$ cat config.mk
export PLATFORM = sky130hd
export DESIGN_NAME = positional_array_list
export DESIGN_NICKNAME = d
export VERILOG_FILES = /design/src/rtl/pal_pkg.sv /design/src/rtl/positional_array_list.sv /design/src/rtl/pal_ram.sv /design/src/rtl/pal_ctrl.sv /design/src/rtl/pal_datapath.sv
export SDC_FILE = /design/constraint.sdc
export NUM_CORES = 2
export LEC_CHECK = 0
export BUFFER_PORTS_ARGS = -buffer_cell sky130_fd_sc_hd__buf_2
export CORE_ASPECT_RATIO = 0.75
export CORE_MARGIN = 2
export CORE_UTILIZATION = 45
export DETAILED_ROUTE_END_ITERATION = 12
export PLACE_DENSITY_LB_ADDON = 0.25
export SYNTH_ARGS = -nofsm -noshare
export SYNTH_HDL_FRONTEND = slang
export SYNTH_SLANG_ARGS = --single-unit
$ cat constraint.sdc
create_clock -name i_clk -period 7.55 [get_ports i_clk]
set_clock_uncertainty 0.05 [all_clocks]
set_input_delay 0.755 -clock i_clk [delete_from_list [all_inputs] [get_ports i_clk]]
set_output_delay 0.755 -clock i_clk [all_outputs]
set_load 0.005 [all_outputs]
$ cat src/rtl/pal_pkg.sv
// ----------------------------------------------------------------------------
// pal_pkg
// shared types, codes and widths of the positional array list
// ----------------------------------------------------------------------------
package pal_pkg;

    localparam int CAPACITY_DEF = 64;

    localparam int ACT_W = 2;
    localparam int POS_W = 7;
    localparam int VAL_W = 32;
    localparam int STS_W = 2;
    localparam int CNT_W = 7;

    // request: action, position, value_in -> 41 bits, padded to 48
    localparam int IN_TDATA_W  = 48;
    // result: status, value_out, found_position, count, is_empty -> 49 bits, padded to 56
    localparam int OUT_TDATA_W = 56;

    typedef enum logic [ACT_W-1:0] {
        ACT_INSERT = 2'd0,
        ACT_DELETE = 2'd1,
        ACT_FIND   = 2'd2,
        ACT_READ   = 2'd3
    } t_action;

    typedef enum logic [STS_W-1:0] {
        ST_OK      = 2'd0,
        ST_RANGE   = 2'd1,
        ST_FULL    = 2'd2,
        ST_MISSING = 2'd3
    } t_status;

    // controller -> datapath
    typedef struct packed {
        logic load;
        logic walk;
        logic write_val;
        logic finish;
    } t_cmd;

    // datapath -> controller
    typedef struct packed {
        logic req_fail;
        logic walk_done;
        logic is_insert;
    } t_stat;

endpackage

$ cat src/rtl/positional_array_list.sv
// ----------------------------------------------------------------------------
// positional_array_list
// fixed-capacity ordered list of signed 32-bit values, 1-based positions
// ----------------------------------------------------------------------------
// usage:
//   requests come in on the s-side stream (insert, delete, find, read), one
//   at a time; each gives exactly one result on the m-side stream.
//   o_s_tready is high only while no request is in work.
// storage and sequencing:
//   the entries live in a ram with one write and one registered read port;
//   shifting and searching move one entry per cycle through that port.
//   each request is accepted in idle and walks the store (an insert shifts the
//   entries at and above its position up, a delete shifts the ones above it
//   down, a find stops at the first match); then an insert writes its value
//   and the result is handed off. a rejected request skips the walk. the
//   controller returns to idle after each result before it takes the next.
// reset:
//   i_rst_n low empties the list (count 0); no clearing pass, store contents
//   are only read below the count.
// stall:
//   a result waits in the output register; the next request can be taken and
//   worked on, and its result is held back until the register is free.
// ----------------------------------------------------------------------------
module positional_array_list #(
    parameter int CAPACITY = pal_pkg::CAPACITY_DEF
) (
    input  logic                            i_clk,
    input  logic                            i_rst_n,
    input  logic                            i_s_tvalid,
    output logic                            o_s_tready,
    // [1:0] action, [8:2] position, [40:9] value_in, [47:41] zero
    input  logic [pal_pkg::IN_TDATA_W-1:0]  i_s_tdata,
    output logic                            o_m_tvalid,
    input  logic                            i_m_tready,
    // [1:0] status, [33:2] value_out, [40:34] found_position, [47:41] count,
    // [48] is_empty, [55:49] zero
    output logic [pal_pkg::OUT_TDATA_W-1:0] o_m_tdata
);

    localparam int OUT_USED = pal_pkg::STS_W + pal_pkg::VAL_W + pal_pkg::POS_W
                              + pal_pkg::CNT_W + 1;

    pal_pkg::t_cmd                      cmd;
    pal_pkg::t_stat                     stat;
    pal_pkg::t_action                   action;
    logic [pal_pkg::POS_W-1:0]          position;
    logic signed [pal_pkg::VAL_W-1:0]   value_in;
    logic [pal_pkg::STS_W-1:0]          status;
    logic signed [pal_pkg::VAL_W-1:0]   value_out;
    logic [pal_pkg::POS_W-1:0]          found_position;
    logic [pal_pkg::CNT_W-1:0]          count;
    logic                               is_empty;

    assign action   = pal_pkg::t_action'(i_s_tdata[1:0]);
    assign position = i_s_tdata[8:2];
    assign value_in = i_s_tdata[40:9];

    pal_ctrl u_ctrl (
        .i_clk      (i_clk),
        .i_rst_n    (i_rst_n),
        .i_s_tvalid (i_s_tvalid),
        .o_s_tready (o_s_tready),
        .o_m_tvalid (o_m_tvalid),
        .i_m_tready (i_m_tready),
        .i_stat     (stat),
        .o_cmd      (cmd)
    );

    pal_datapath #(
        .CAPACITY (CAPACITY)
    ) u_datapath (
        .i_clk            (i_clk),
        .i_rst_n          (i_rst_n),
        .i_cmd            (cmd),
        .o_stat           (stat),
        .i_action         (action),
        .i_position       (position),
        .i_value_in       (value_in),
        .o_status         (status),
        .o_value_out      (value_out),
        .o_found_position (found_position),
        .o_count          (count),
        .o_is_empty       (is_empty)
    );

    assign o_m_tdata = {{(pal_pkg::OUT_TDATA_W - OUT_USED){1'b0}},
                        is_empty, count, found_position, value_out, status};

endmodule

$ cat src/rtl/pal_ram.sv
// ----------------------------------------------------------------------------
// pal_ram
// generic simple dual-port ram, one write and one registered read port
// ----------------------------------------------------------------------------
module pal_ram #(
    parameter int WIDTH = 32,
    parameter int DEPTH = 64
) (
    input  logic                     i_clk,
    input  logic                     i_wr_en,
    input  logic [$clog2(DEPTH)-1:0] i_wr_addr,
    input  logic [WIDTH-1:0]         i_wr_data,
    input  logic                     i_rd_en,
    input  logic [$clog2(DEPTH)-1:0] i_rd_addr,
    output logic [WIDTH-1:0]         o_rd_data
);

    logic [WIDTH-1:0] r_mem [DEPTH];
    logic [WIDTH-1:0] r_rd_data;

    always_ff @(posedge i_clk) begin
        if (i_wr_en) begin
            r_mem[i_wr_addr] <= i_wr_data;
        end
        if (i_rd_en) begin
            r_rd_data <= r_mem[i_rd_addr];
        end
    end

    assign o_rd_data = r_rd_data;

endmodule

$ cat src/rtl/pal_ctrl.sv
// ----------------------------------------------------------------------------
// pal_ctrl
// request sequencer: accept, walk the store, final write, hand off result
// ----------------------------------------------------------------------------
module pal_ctrl (
    input  logic           i_clk,
    input  logic           i_rst_n,
    input  logic           i_s_tvalid,
    output logic           o_s_tready,
    output logic           o_m_tvalid,
    input  logic           i_m_tready,
    input  pal_pkg::t_stat i_stat,
    output pal_pkg::t_cmd  o_cmd
);

    typedef enum logic [3:0] {
        S_IDLE  = 4'b0001,
        S_WALK  = 4'b0010,
        S_WRITE = 4'b0100,
        S_DONE  = 4'b1000
    } t_state;

    t_state r_state, n_state;
    logic   r_out_valid;
    logic   accept;
    logic   out_free;

    assign accept   = i_s_tvalid && o_s_tready;
    assign out_free = !r_out_valid || i_m_tready;

    always_comb begin
        n_state         = r_state;
        o_cmd           = '0;
        o_s_tready      = 1'b0;
        case (r_state)
            S_IDLE: begin
                o_s_tready = 1'b1;
                if (i_s_tvalid) begin
                    o_cmd.load = 1'b1;
                    n_state    = i_stat.req_fail ? S_DONE : S_WALK;
                end
            end
            S_WALK: begin
                o_cmd.walk = 1'b1;
                if (i_stat.walk_done) begin
                    n_state = i_stat.is_insert ? S_WRITE : S_DONE;
                end
            end
            S_WRITE: begin
                o_cmd.write_val = 1'b1;
                n_state         = S_DONE;
            end
            S_DONE: begin
                // wait for the output register to drain
                if (out_free) begin
                    o_cmd.finish = 1'b1;
                    n_state      = S_IDLE;
                end
            end
            default: begin
                n_state = S_IDLE;
            end
        endcase
    end

    always_ff @(posedge i_clk) begin
        if (!i_rst_n) begin
            r_state     <= S_IDLE;
            r_out_valid <= 1'b0;
        end else begin
            r_state <= n_state;
            if (o_cmd.finish) begin
                r_out_valid <= 1'b1;
            end else if (i_m_tready) begin
                r_out_valid <= 1'b0;
            end
        end
    end

    assign o_m_tvalid = r_out_valid;

    a_accept_leaves_idle : assert property (@(posedge i_clk) disable iff (!i_rst_n)
        accept |=> (r_state != S_IDLE))
        else $error("request accepted but controller stayed idle");

    a_finish_needs_room : assert property (@(posedge i_clk) disable iff (!i_rst_n)
        o_cmd.finish |-> out_free)
        else $error("result loaded over an undelivered result");

    a_finish_sets_valid : assert property (@(posedge i_clk) disable iff (!i_rst_n)
        o_cmd.finish |=> r_out_valid)
        else $error("finished result not presented");

endmodule

$ cat src/rtl/pal_datapath.sv
// ----------------------------------------------------------------------------
// pal_datapath
// entry store, walk pointers, range checks and result registers
// ----------------------------------------------------------------------------
module pal_datapath #(
    parameter int CAPACITY = pal_pkg::CAPACITY_DEF
) (
    input  logic                        i_clk,
    input  logic                        i_rst_n,
    input  pal_pkg::t_cmd               i_cmd,
    output pal_pkg::t_stat              o_stat,
    input  pal_pkg::t_action            i_action,
    input  logic [pal_pkg::POS_W-1:0]   i_position,
    input  logic signed [pal_pkg::VAL_W-1:0] i_value_in,
    output logic [pal_pkg::STS_W-1:0]   o_status,
    output logic signed [pal_pkg::VAL_W-1:0] o_value_out,
    output logic [pal_pkg::POS_W-1:0]   o_found_position,
    output logic [pal_pkg::CNT_W-1:0]   o_count,
    output logic                        o_is_empty
);

    localparam int AW = $clog2(CAPACITY);
    localparam int CW = $clog2(CAPACITY + 1);
    localparam int XW = ((CW > pal_pkg::POS_W) ? CW : pal_pkg::POS_W) + 1;

    pal_pkg::t_action           r_act;
    pal_pkg::t_status           r_status;
    logic [pal_pkg::VAL_W-1:0]  r_val;
    logic [CW-1:0]              r_pos_m1;
    logic [CW-1:0]              r_count, n_count;
    logic [CW-1:0]              r_ptr;
    logic [CW-1:0]              r_end;
    logic                       r_pend;
    logic [CW-1:0]              r_pend_addr;
    logic                       r_hit;
    logic [CW-1:0]              r_fpos;
    logic [pal_pkg::VAL_W-1:0]  r_vout;

    pal_pkg::t_status           chk_status;
    logic [XW-1:0]              pos_x;
    logic [XW-1:0]              cnt_x;
    logic [CW-1:0]              in_pos_m1;
    logic                       down;
    logic                       can_issue;
    logic                       issue;
    logic [CW-1:0]              rd_addr;
    logic                       shift_wr;
    logic [CW-1:0]              shift_wr_addr;
    logic                       wr_en;
    logic [AW-1:0]              wr_addr;
    logic [pal_pkg::VAL_W-1:0]  wr_data;
    logic [pal_pkg::VAL_W-1:0]  rd_data;
    logic                       req_ok;

    // request checks against the current count
    assign pos_x     = XW'(i_position);
    assign cnt_x     = XW'(r_count);
    assign in_pos_m1 = CW'(pos_x - 1'b1);

    always_comb begin
        chk_status = pal_pkg::ST_OK;
        case (i_action)
            pal_pkg::ACT_INSERT: begin
                if (i_position == '0 || pos_x > cnt_x + 1'b1) begin
                    chk_status = pal_pkg::ST_RANGE;
                end else if (r_count == CW'(CAPACITY)) begin
                    chk_status = pal_pkg::ST_FULL;
                end
            end
            pal_pkg::ACT_DELETE, pal_pkg::ACT_READ: begin
                if (i_position == '0 || pos_x > cnt_x) begin
                    chk_status = pal_pkg::ST_RANGE;
                end
            end
            default: begin
                chk_status = pal_pkg::ST_OK;
            end
        endcase
    end

    // insert walks down from the top, everything else walks up
    assign down      = (r_act == pal_pkg::ACT_INSERT);
    assign can_issue = down ? (r_ptr > r_end) : ((r_ptr < r_end) && !r_hit);
    assign issue     = i_cmd.walk && can_issue;
    assign rd_addr   = down ? (r_ptr - 1'b1) : r_ptr;

    always_comb begin
        shift_wr      = 1'b0;
        shift_wr_addr = r_pend_addr;
        if (r_pend) begin
            if (r_act == pal_pkg::ACT_INSERT) begin
                shift_wr      = 1'b1;
                shift_wr_addr = r_pend_addr + 1'b1;
            end else if (r_act == pal_pkg::ACT_DELETE && r_pend_addr != r_pos_m1) begin
                shift_wr      = 1'b1;
                shift_wr_addr = r_pend_addr - 1'b1;
            end
        end
    end

    assign wr_en   = shift_wr || i_cmd.write_val;
    assign wr_addr = i_cmd.write_val ? r_pos_m1[AW-1:0] : shift_wr_addr[AW-1:0];
    assign wr_data = i_cmd.write_val ? r_val : rd_data;

    pal_ram #(
        .WIDTH (pal_pkg::VAL_W),
        .DEPTH (CAPACITY)
    ) u_store (
        .i_clk     (i_clk),
        .i_wr_en   (wr_en),
        .i_wr_addr (wr_addr),
        .i_wr_data (wr_data),
        .i_rd_en   (issue),
        .i_rd_addr (rd_addr[AW-1:0]),
        .o_rd_data (rd_data)
    );

    assign req_ok = (r_status == pal_pkg::ST_OK);

    always_comb begin
        n_count = r_count;
        if (req_ok && r_act == pal_pkg::ACT_INSERT) begin
            n_count = r_count + 1'b1;
        end else if (req_ok && r_act == pal_pkg::ACT_DELETE) begin
            n_count = r_count - 1'b1;
        end
    end

    // control state
    always_ff @(posedge i_clk) begin
        if (!i_rst_n) begin
            r_count <= '0;
            r_pend  <= 1'b0;
            r_hit   <= 1'b0;
        end else begin
            r_pend <= issue;
            if (i_cmd.load) begin
                r_hit <= 1'b0;
            end else if (r_pend && r_act == pal_pkg::ACT_FIND && !r_hit && rd_data == r_val) begin
                r_hit <= 1'b1;
            end
            if (i_cmd.finish) begin
                r_count <= n_count;
            end
        end
    end

    // payload
    always_ff @(posedge i_clk) begin
        if (i_cmd.load) begin
            r_act    <= i_action;
            r_val    <= i_value_in;
            r_pos_m1 <= in_pos_m1;
            r_status <= chk_status;
            r_vout   <= '0;
            r_fpos   <= '0;
            case (i_action)
                pal_pkg::ACT_INSERT: begin
                    r_ptr <= r_count;
                    r_end <= in_pos_m1;
                end
                pal_pkg::ACT_DELETE: begin
                    r_ptr <= in_pos_m1;
                    r_end <= r_count;
                end
                pal_pkg::ACT_FIND: begin
                    r_ptr <= '0;
                    r_end <= r_count;
                end
                default: begin
                    r_ptr <= in_pos_m1;
                    r_end <= in_pos_m1 + 1'b1;
                end
            endcase
        end else begin
            if (issue) begin
                r_ptr       <= down ? (r_ptr - 1'b1) : (r_ptr + 1'b1);
                r_pend_addr <= rd_addr;
            end
            if (r_pend) begin
                if (r_act == pal_pkg::ACT_READ ||
                    (r_act == pal_pkg::ACT_DELETE && r_pend_addr == r_pos_m1)) begin
                    r_vout <= rd_data;
                end
                if (r_act == pal_pkg::ACT_FIND && !r_hit && rd_data == r_val) begin
                    r_fpos <= r_pend_addr + 1'b1;
                end
            end
        end
        if (i_cmd.finish) begin
            if (r_act == pal_pkg::ACT_FIND) begin
                o_status <= r_hit ? pal_pkg::ST_OK : pal_pkg::ST_MISSING;
            end else begin
                o_status <= r_status;
            end
            o_value_out      <= r_vout;
            o_found_position <= pal_pkg::POS_W'(r_fpos);
            o_count          <= pal_pkg::CNT_W'(n_count);
            o_is_empty       <= (n_count == '0);
        end
    end

    assign o_stat.req_fail  = (chk_status != pal_pkg::ST_OK);
    assign o_stat.walk_done = !can_issue && !r_pend;
    assign o_stat.is_insert = down;

    a_count_bound : assert property (@(posedge i_clk) disable iff (!i_rst_n)
        r_count <= CW'(CAPACITY))
        else $error("entry count above capacity");

    a_pend_follows_issue : assert property (@(posedge i_clk) disable iff (!i_rst_n)
        r_pend |-> $past(issue))
        else $error("read data marked without a read");

    a_single_writer : assert property (@(posedge i_clk) disable iff (!i_rst_n)
        !(i_cmd.write_val && shift_wr))
        else $error("value write collides with shift write");

endmodule
==> flow_metrics.py <==
metrics = {
    "clocking": {
        "post-cts-setup-buffers": 0,
        "path_clk_slew_ns": 0.07,
        "cts_tree": "yes",
        "clkSinkCount": 2246,
        "clk_root_buffer_cell": "sky130_fd_sc_hd__clkbuf_16",
        "hold_bufs_inserted_after_cts": 21,
        "clk-insertion-delay-late_ns": 0.86,
        "htree_num_levels": 4,
        "clock_path_buffers": 3,
        "resized_cells_post_cts": 0,
        "total_cts_buffers": 203,
    },
    "worst_setup_path": {
        "timing.critical_path.from": "u_datapath.r_act[0]",
        "reg2reg_setup_slack_ns": 2.10,
        "critical_path_peak_fanout": 115,
        "critical_path_class": "flip-flop to flip-flop",
        "worst_flop_to_flop_path_startpoint": "u_datapath.r_act[0]",
        "crit-reg2reg-capture": "u_datapath.u_store.o_rd_data[7]",
        "req_time_crit_path_ns": 8.21,
        "cp_cell_sequence": "buf_4 -> o21ai_1 -> and2_4 -> clkinv_16 -> buf_12 -> mux2i_1 -> o32ai_1 -> a21oi_1 -> a2111oi_2 -> and3_1",
        "timing.critical_path.max_delay_family": "compound AO/OA/AOI/OAI gates",
        "cp-endpoint": "u_datapath.u_store.o_rd_data[7]",
        "cpPeakStageDelay_ns": 1.23,
        "setup.worst_path.start_class": "flip-flop",
        "worstPathBufferInverterCount": 3,
        "worstRegToRegCells": 10,
        "crit_path_top_delay_cell": "sky130_fd_sc_hd__a2111oi_2",
        "critical_path_depth": 10,
        "arrival_ns": 6.11,
        "endpoint_kind": "flip-flop",
    },
    "worst_hold_path": {
        "hold_path.class": "input port to flip-flop",
    },
    "synth": {
        "ys_async_sr_fraction_pct": 0,
        "commonest_cells_in_the_synthesized_netlist": "sky130_fd_sc_hd__edfxtp_1, sky130_fd_sc_hd__mux4_2, sky130_fd_sc_hd__nand2_1",
        "netlist.area_leader.share_pct": 75.49,
        "yosysTopAreaCell": "sky130_fd_sc_hd__edfxtp_1",
        "yosys-mux-area-fraction_pct": 10.26,
        "synth-seq-cells": 2246,
        "synth_compound_gate_area_share_pct": 5.743,
        "synth_cell_types": 73,
        "number_of_synthesized_flops_with_an_enable_pin": 2193,
        "combinational_family_with_the_most_area_after_synthesis": "multiplexers",
        "dominantRegCellSynth": "sky130_fd_sc_hd__edfxtp_1",
        "synthesized_cell_area_um2": 87240,
        "synth.top_cells.by_area": "sky130_fd_sc_hd__edfxtp_1, sky130_fd_sc_hd__mux4_2, sky130_fd_sc_hd__mux2i_1, sky130_fd_sc_hd__dfxtp_1, sky130_fd_sc_hd__nand2_1",
        "yosysMostFrequentCell": "sky130_fd_sc_hd__edfxtp_1",
        "gate_count_after_technology_mapping": 4695,
        "synth_area_per_cell_um2": 18.58,
        "yosys.area_share.adder_pct": 0.5020,
        "share_of_the_yosys_chip_area_belonging_to_registers_pct": 76.70,
        "yosys.area_share.xor_xnor_pct": 0.8146,
        "yosys_warnings": 0,
        "post_synth_and_or_nand_nor_area_fraction_pct": 4.188,
    },
    "route": {
        "drt_drc_violations_left": 0,
        "avgViaCountPerCell": 6.131,
        "drtAntennaViolNets": 0,
        "totalWireLength_mm": 235.1,
        "vias": 46780,
        "dr.first_iter.drc_count": 6619,
        "detail_route.first_pass.iterations": 6,
        "avgRoutedWirePerCell_um": 30.82,
    },
    "floorplanning": {
        "std_cell_rows": 139,
        "chipHeight_um": 385.3,
        "floorplan.die_area_um2": 197400,
        "design.portCount": 110,
        "fp.coreArea_um2": 192000,
        "dieWidth_um": 512.4,
        "initial_core_util_pct": 45.44,
    },
    "sta": {
        "setup_viol": 0,
        "hold_viol_final": 0,
        "timing.max_slew.rel_slack_pct": 5.977,
        "setup_ws_ns": 2.095,
        "timing.final.max_slew_violations": 0,
        "worst_margin_slew_ns": 1.410,
        "finalCritPeriodShare_pct": 72.25,
        "grt_setup_unrepaired": "no",
        "finalSetupTns_ns": 0,
        "timing.final.crit_period_ns": 5.455,
        "timing.hold.ws_ns": 0.06367,
        "timing.fmax_mhz": 183.3,
    },
    "pwr": {
        "ir_drop_mv": 0.2659,
        "pwr_density_cell_nw_per_um2": 303.3,
        "totalPowerFinal_w": 0.02993,
        "cell_leakage_power_nw": 31.21,
    },
    "grt": {
        "grt_first_pass_wirelength_mm": 335.0,
        "grt_overflow_total": 0,
        "grt_start_max_net_pins": 116,
        "antenna_found_initial": 17,
        "grt_usage_pct": 23.70,
        "grt_pass1_vias": 45200,
    },
    "cells_and_area": {
        "area_growth_pct": 13.13,
        "num-nets-final": 5005,
        "post-route-cell-area_um2": 98690,
        "final_layout_size_suffix_gt1_share_pct": 20.43,
    },
    "outcome": {
        "run_status": "finished, final reports clean",
    },
    "place": {
        "pre_cts_ws_ns": 2.314,
        "dpl_cell_area_um2": 91880,
        "port-buffer-count": 95,
        "final_weighted_congestion_in_routability_driven_placement": 0.8437,
        "hpwl_dp_mm": 128.9,
    },
    "flow_run": {
        "cap_viol_max_count": 0,
    },
}
## how the worst min path moves through the flow
stage | startpoint | endpoint | slack [ns] | cells after the start
after floorplan | u_datapath.r_fpos[0] | u_datapath.o_found_position[0] | 0.36 | 0
after global placement | u_datapath.r_vout[13] | u_datapath.o_value_out[13] | 0.37 | 0
after detailed placement | u_datapath.r_vout[30] | u_datapath.o_value_out[30] | 0.37 | 0
after CTS | i_s_tdata[35] | u_datapath.r_val[26] | 0.008 | 1
after global routing | i_s_tdata[14] | u_datapath.r_val[5] | 0.04 | 1
final | i_s_tdata[35] | u_datapath.r_val[26] | 0.06 | 1
## cell type report
type / instances / area, um2
antenna: 1 / 2.502
clock buffer: 249 / 5451
clock inverter: 128 / 1150
fill: 15290 / 93310
inverter: 38 / 175.2
multi-input combinational: 2128 / 19640
sequential: 2246 / 66910
tap: 2538 / 3176
timing repair buffer: 301 / 2187
## worst register-to-register path, delay by kind of cell (launching register included)
| kind | cells | cell delay [ns] |
|---|---|---|
| AOI/OAI and AO/OA | 4 | 2.02 |
| and+or+nand+nor | 2 | 0.90 |
| buffers and inverters | 3 | 1.37 |
| DFF | 1 | 0.62 |
| muxes | 1 | 0.39 |
## cells in the final DEF (no fill, tap or decap), types with 15 or more instances in the layout
master,instances
sky130_fd_sc_hd__edfxtp_1,2193
sky130_fd_sc_hd__mux4_2,320
sky130_fd_sc_hd__nand2_1,242
sky130_fd_sc_hd__clkbuf_16,210
sky130_fd_sc_hd__nor2_1,197
sky130_fd_sc_hd__buf_4,176
sky130_fd_sc_hd__mux2i_1,172
sky130_fd_sc_hd__nand3_1,146
sky130_fd_sc_hd__a21oi_1,116
sky130_fd_sc_hd__buf_2,95
sky130_fd_sc_hd__nor2_4,69
sky130_fd_sc_hd__o22ai_1,68
sky130_fd_sc_hd__a211oi_1,66
sky130_fd_sc_hd__a22o_1,66
sky130_fd_sc_hd__o32ai_1,64
sky130_fd_sc_hd__clkinv_1,57
sky130_fd_sc_hd__dfxtp_1,53
sky130_fd_sc_hd__xnor2_1,52
sky130_fd_sc_hd__o21ai_0,51
sky130_fd_sc_hd__a221oi_1,49
sky130_fd_sc_hd__a22oi_1,39
sky130_fd_sc_hd__clkinv_2,37
sky130_fd_sc_hd__and3_1,35
sky130_fd_sc_hd__inv_1,34
sky130_fd_sc_hd__o211ai_1,34
sky130_fd_sc_hd__ha_1,34
sky130_fd_sc_hd__clkbuf_1,34
sky130_fd_sc_hd__nand2_2,31
sky130_fd_sc_hd__a32oi_1,31
sky130_fd_sc_hd__xor2_1,24
sky130_fd_sc_hd__o311ai_0,22
sky130_fd_sc_hd__dlygate4sd3_1,21
sky130_fd_sc_hd__bufinv_16,18
sky130_fd_sc_hd__a2111oi_2,16
sky130_fd_sc_hd__nand4_1,15
## report_power, final
group | switching, W | total [W] | internal (W)
Clock | 0.00459 | 0.0103 | 0.00575
Sequential | 0.0000952 | 0.0138 | 0.0137
Combinational | 0.00363 | 0.00577 | 0.00214
Total | 0.00831 | 0.0299 | 0.0216
## cells by family after synthesis
kind of cell / Yosys count
buf+inv: 327
simple gates: 822
flops: 2246
other cells: 1
fa+ha+maj: 35
xor+xnor: 79
compound gates: 691
mux: 494
## through the flow
| stage | util [%] | cells |
|---|---|---|
| after global routing | 51.40 | 7628 |
| after detailed placement | 47.85 | 7230 |
| final | 51.40 | 7629 |
| after global placement | 47.85 | 7230 |
| after CTS | 51.40 | 7628 |
| after floorplan | - | 4701 |
## flip-flops by register name (all words and copies together) (netlist names), 4 cells and up
signal and cells:
u_datapath.r_pos_m1 7, u_datapath.o_found_position 7, u_datapath.r_vout 32, u_datapath.r_ptr 7, u_datapath.u_store.o_rd_data 32, u_datapath.r_count 7
u_datapath.u_store.r_mem 2048, u_ctrl.r_state 4, u_datapath.o_count 7, u_datapath.r_pend_addr 7, u_datapath.o_value_out 32, u_datapath.r_fpos 7
u_datapath.r_val 32, u_datapath.r_end 7
## per-layer routing
metal	routed length [um]	share of wire, %	track usage (%)	vias up
met5	34	0.014	0	-
met1	100400	43	35.29	24350
met4	4950	2.1	5.775	6
met2	104500	44	35.10	2535
met3	25330	11	5.944	298
li1	-	-	-	19590
(Power assumes the default switching activity.)
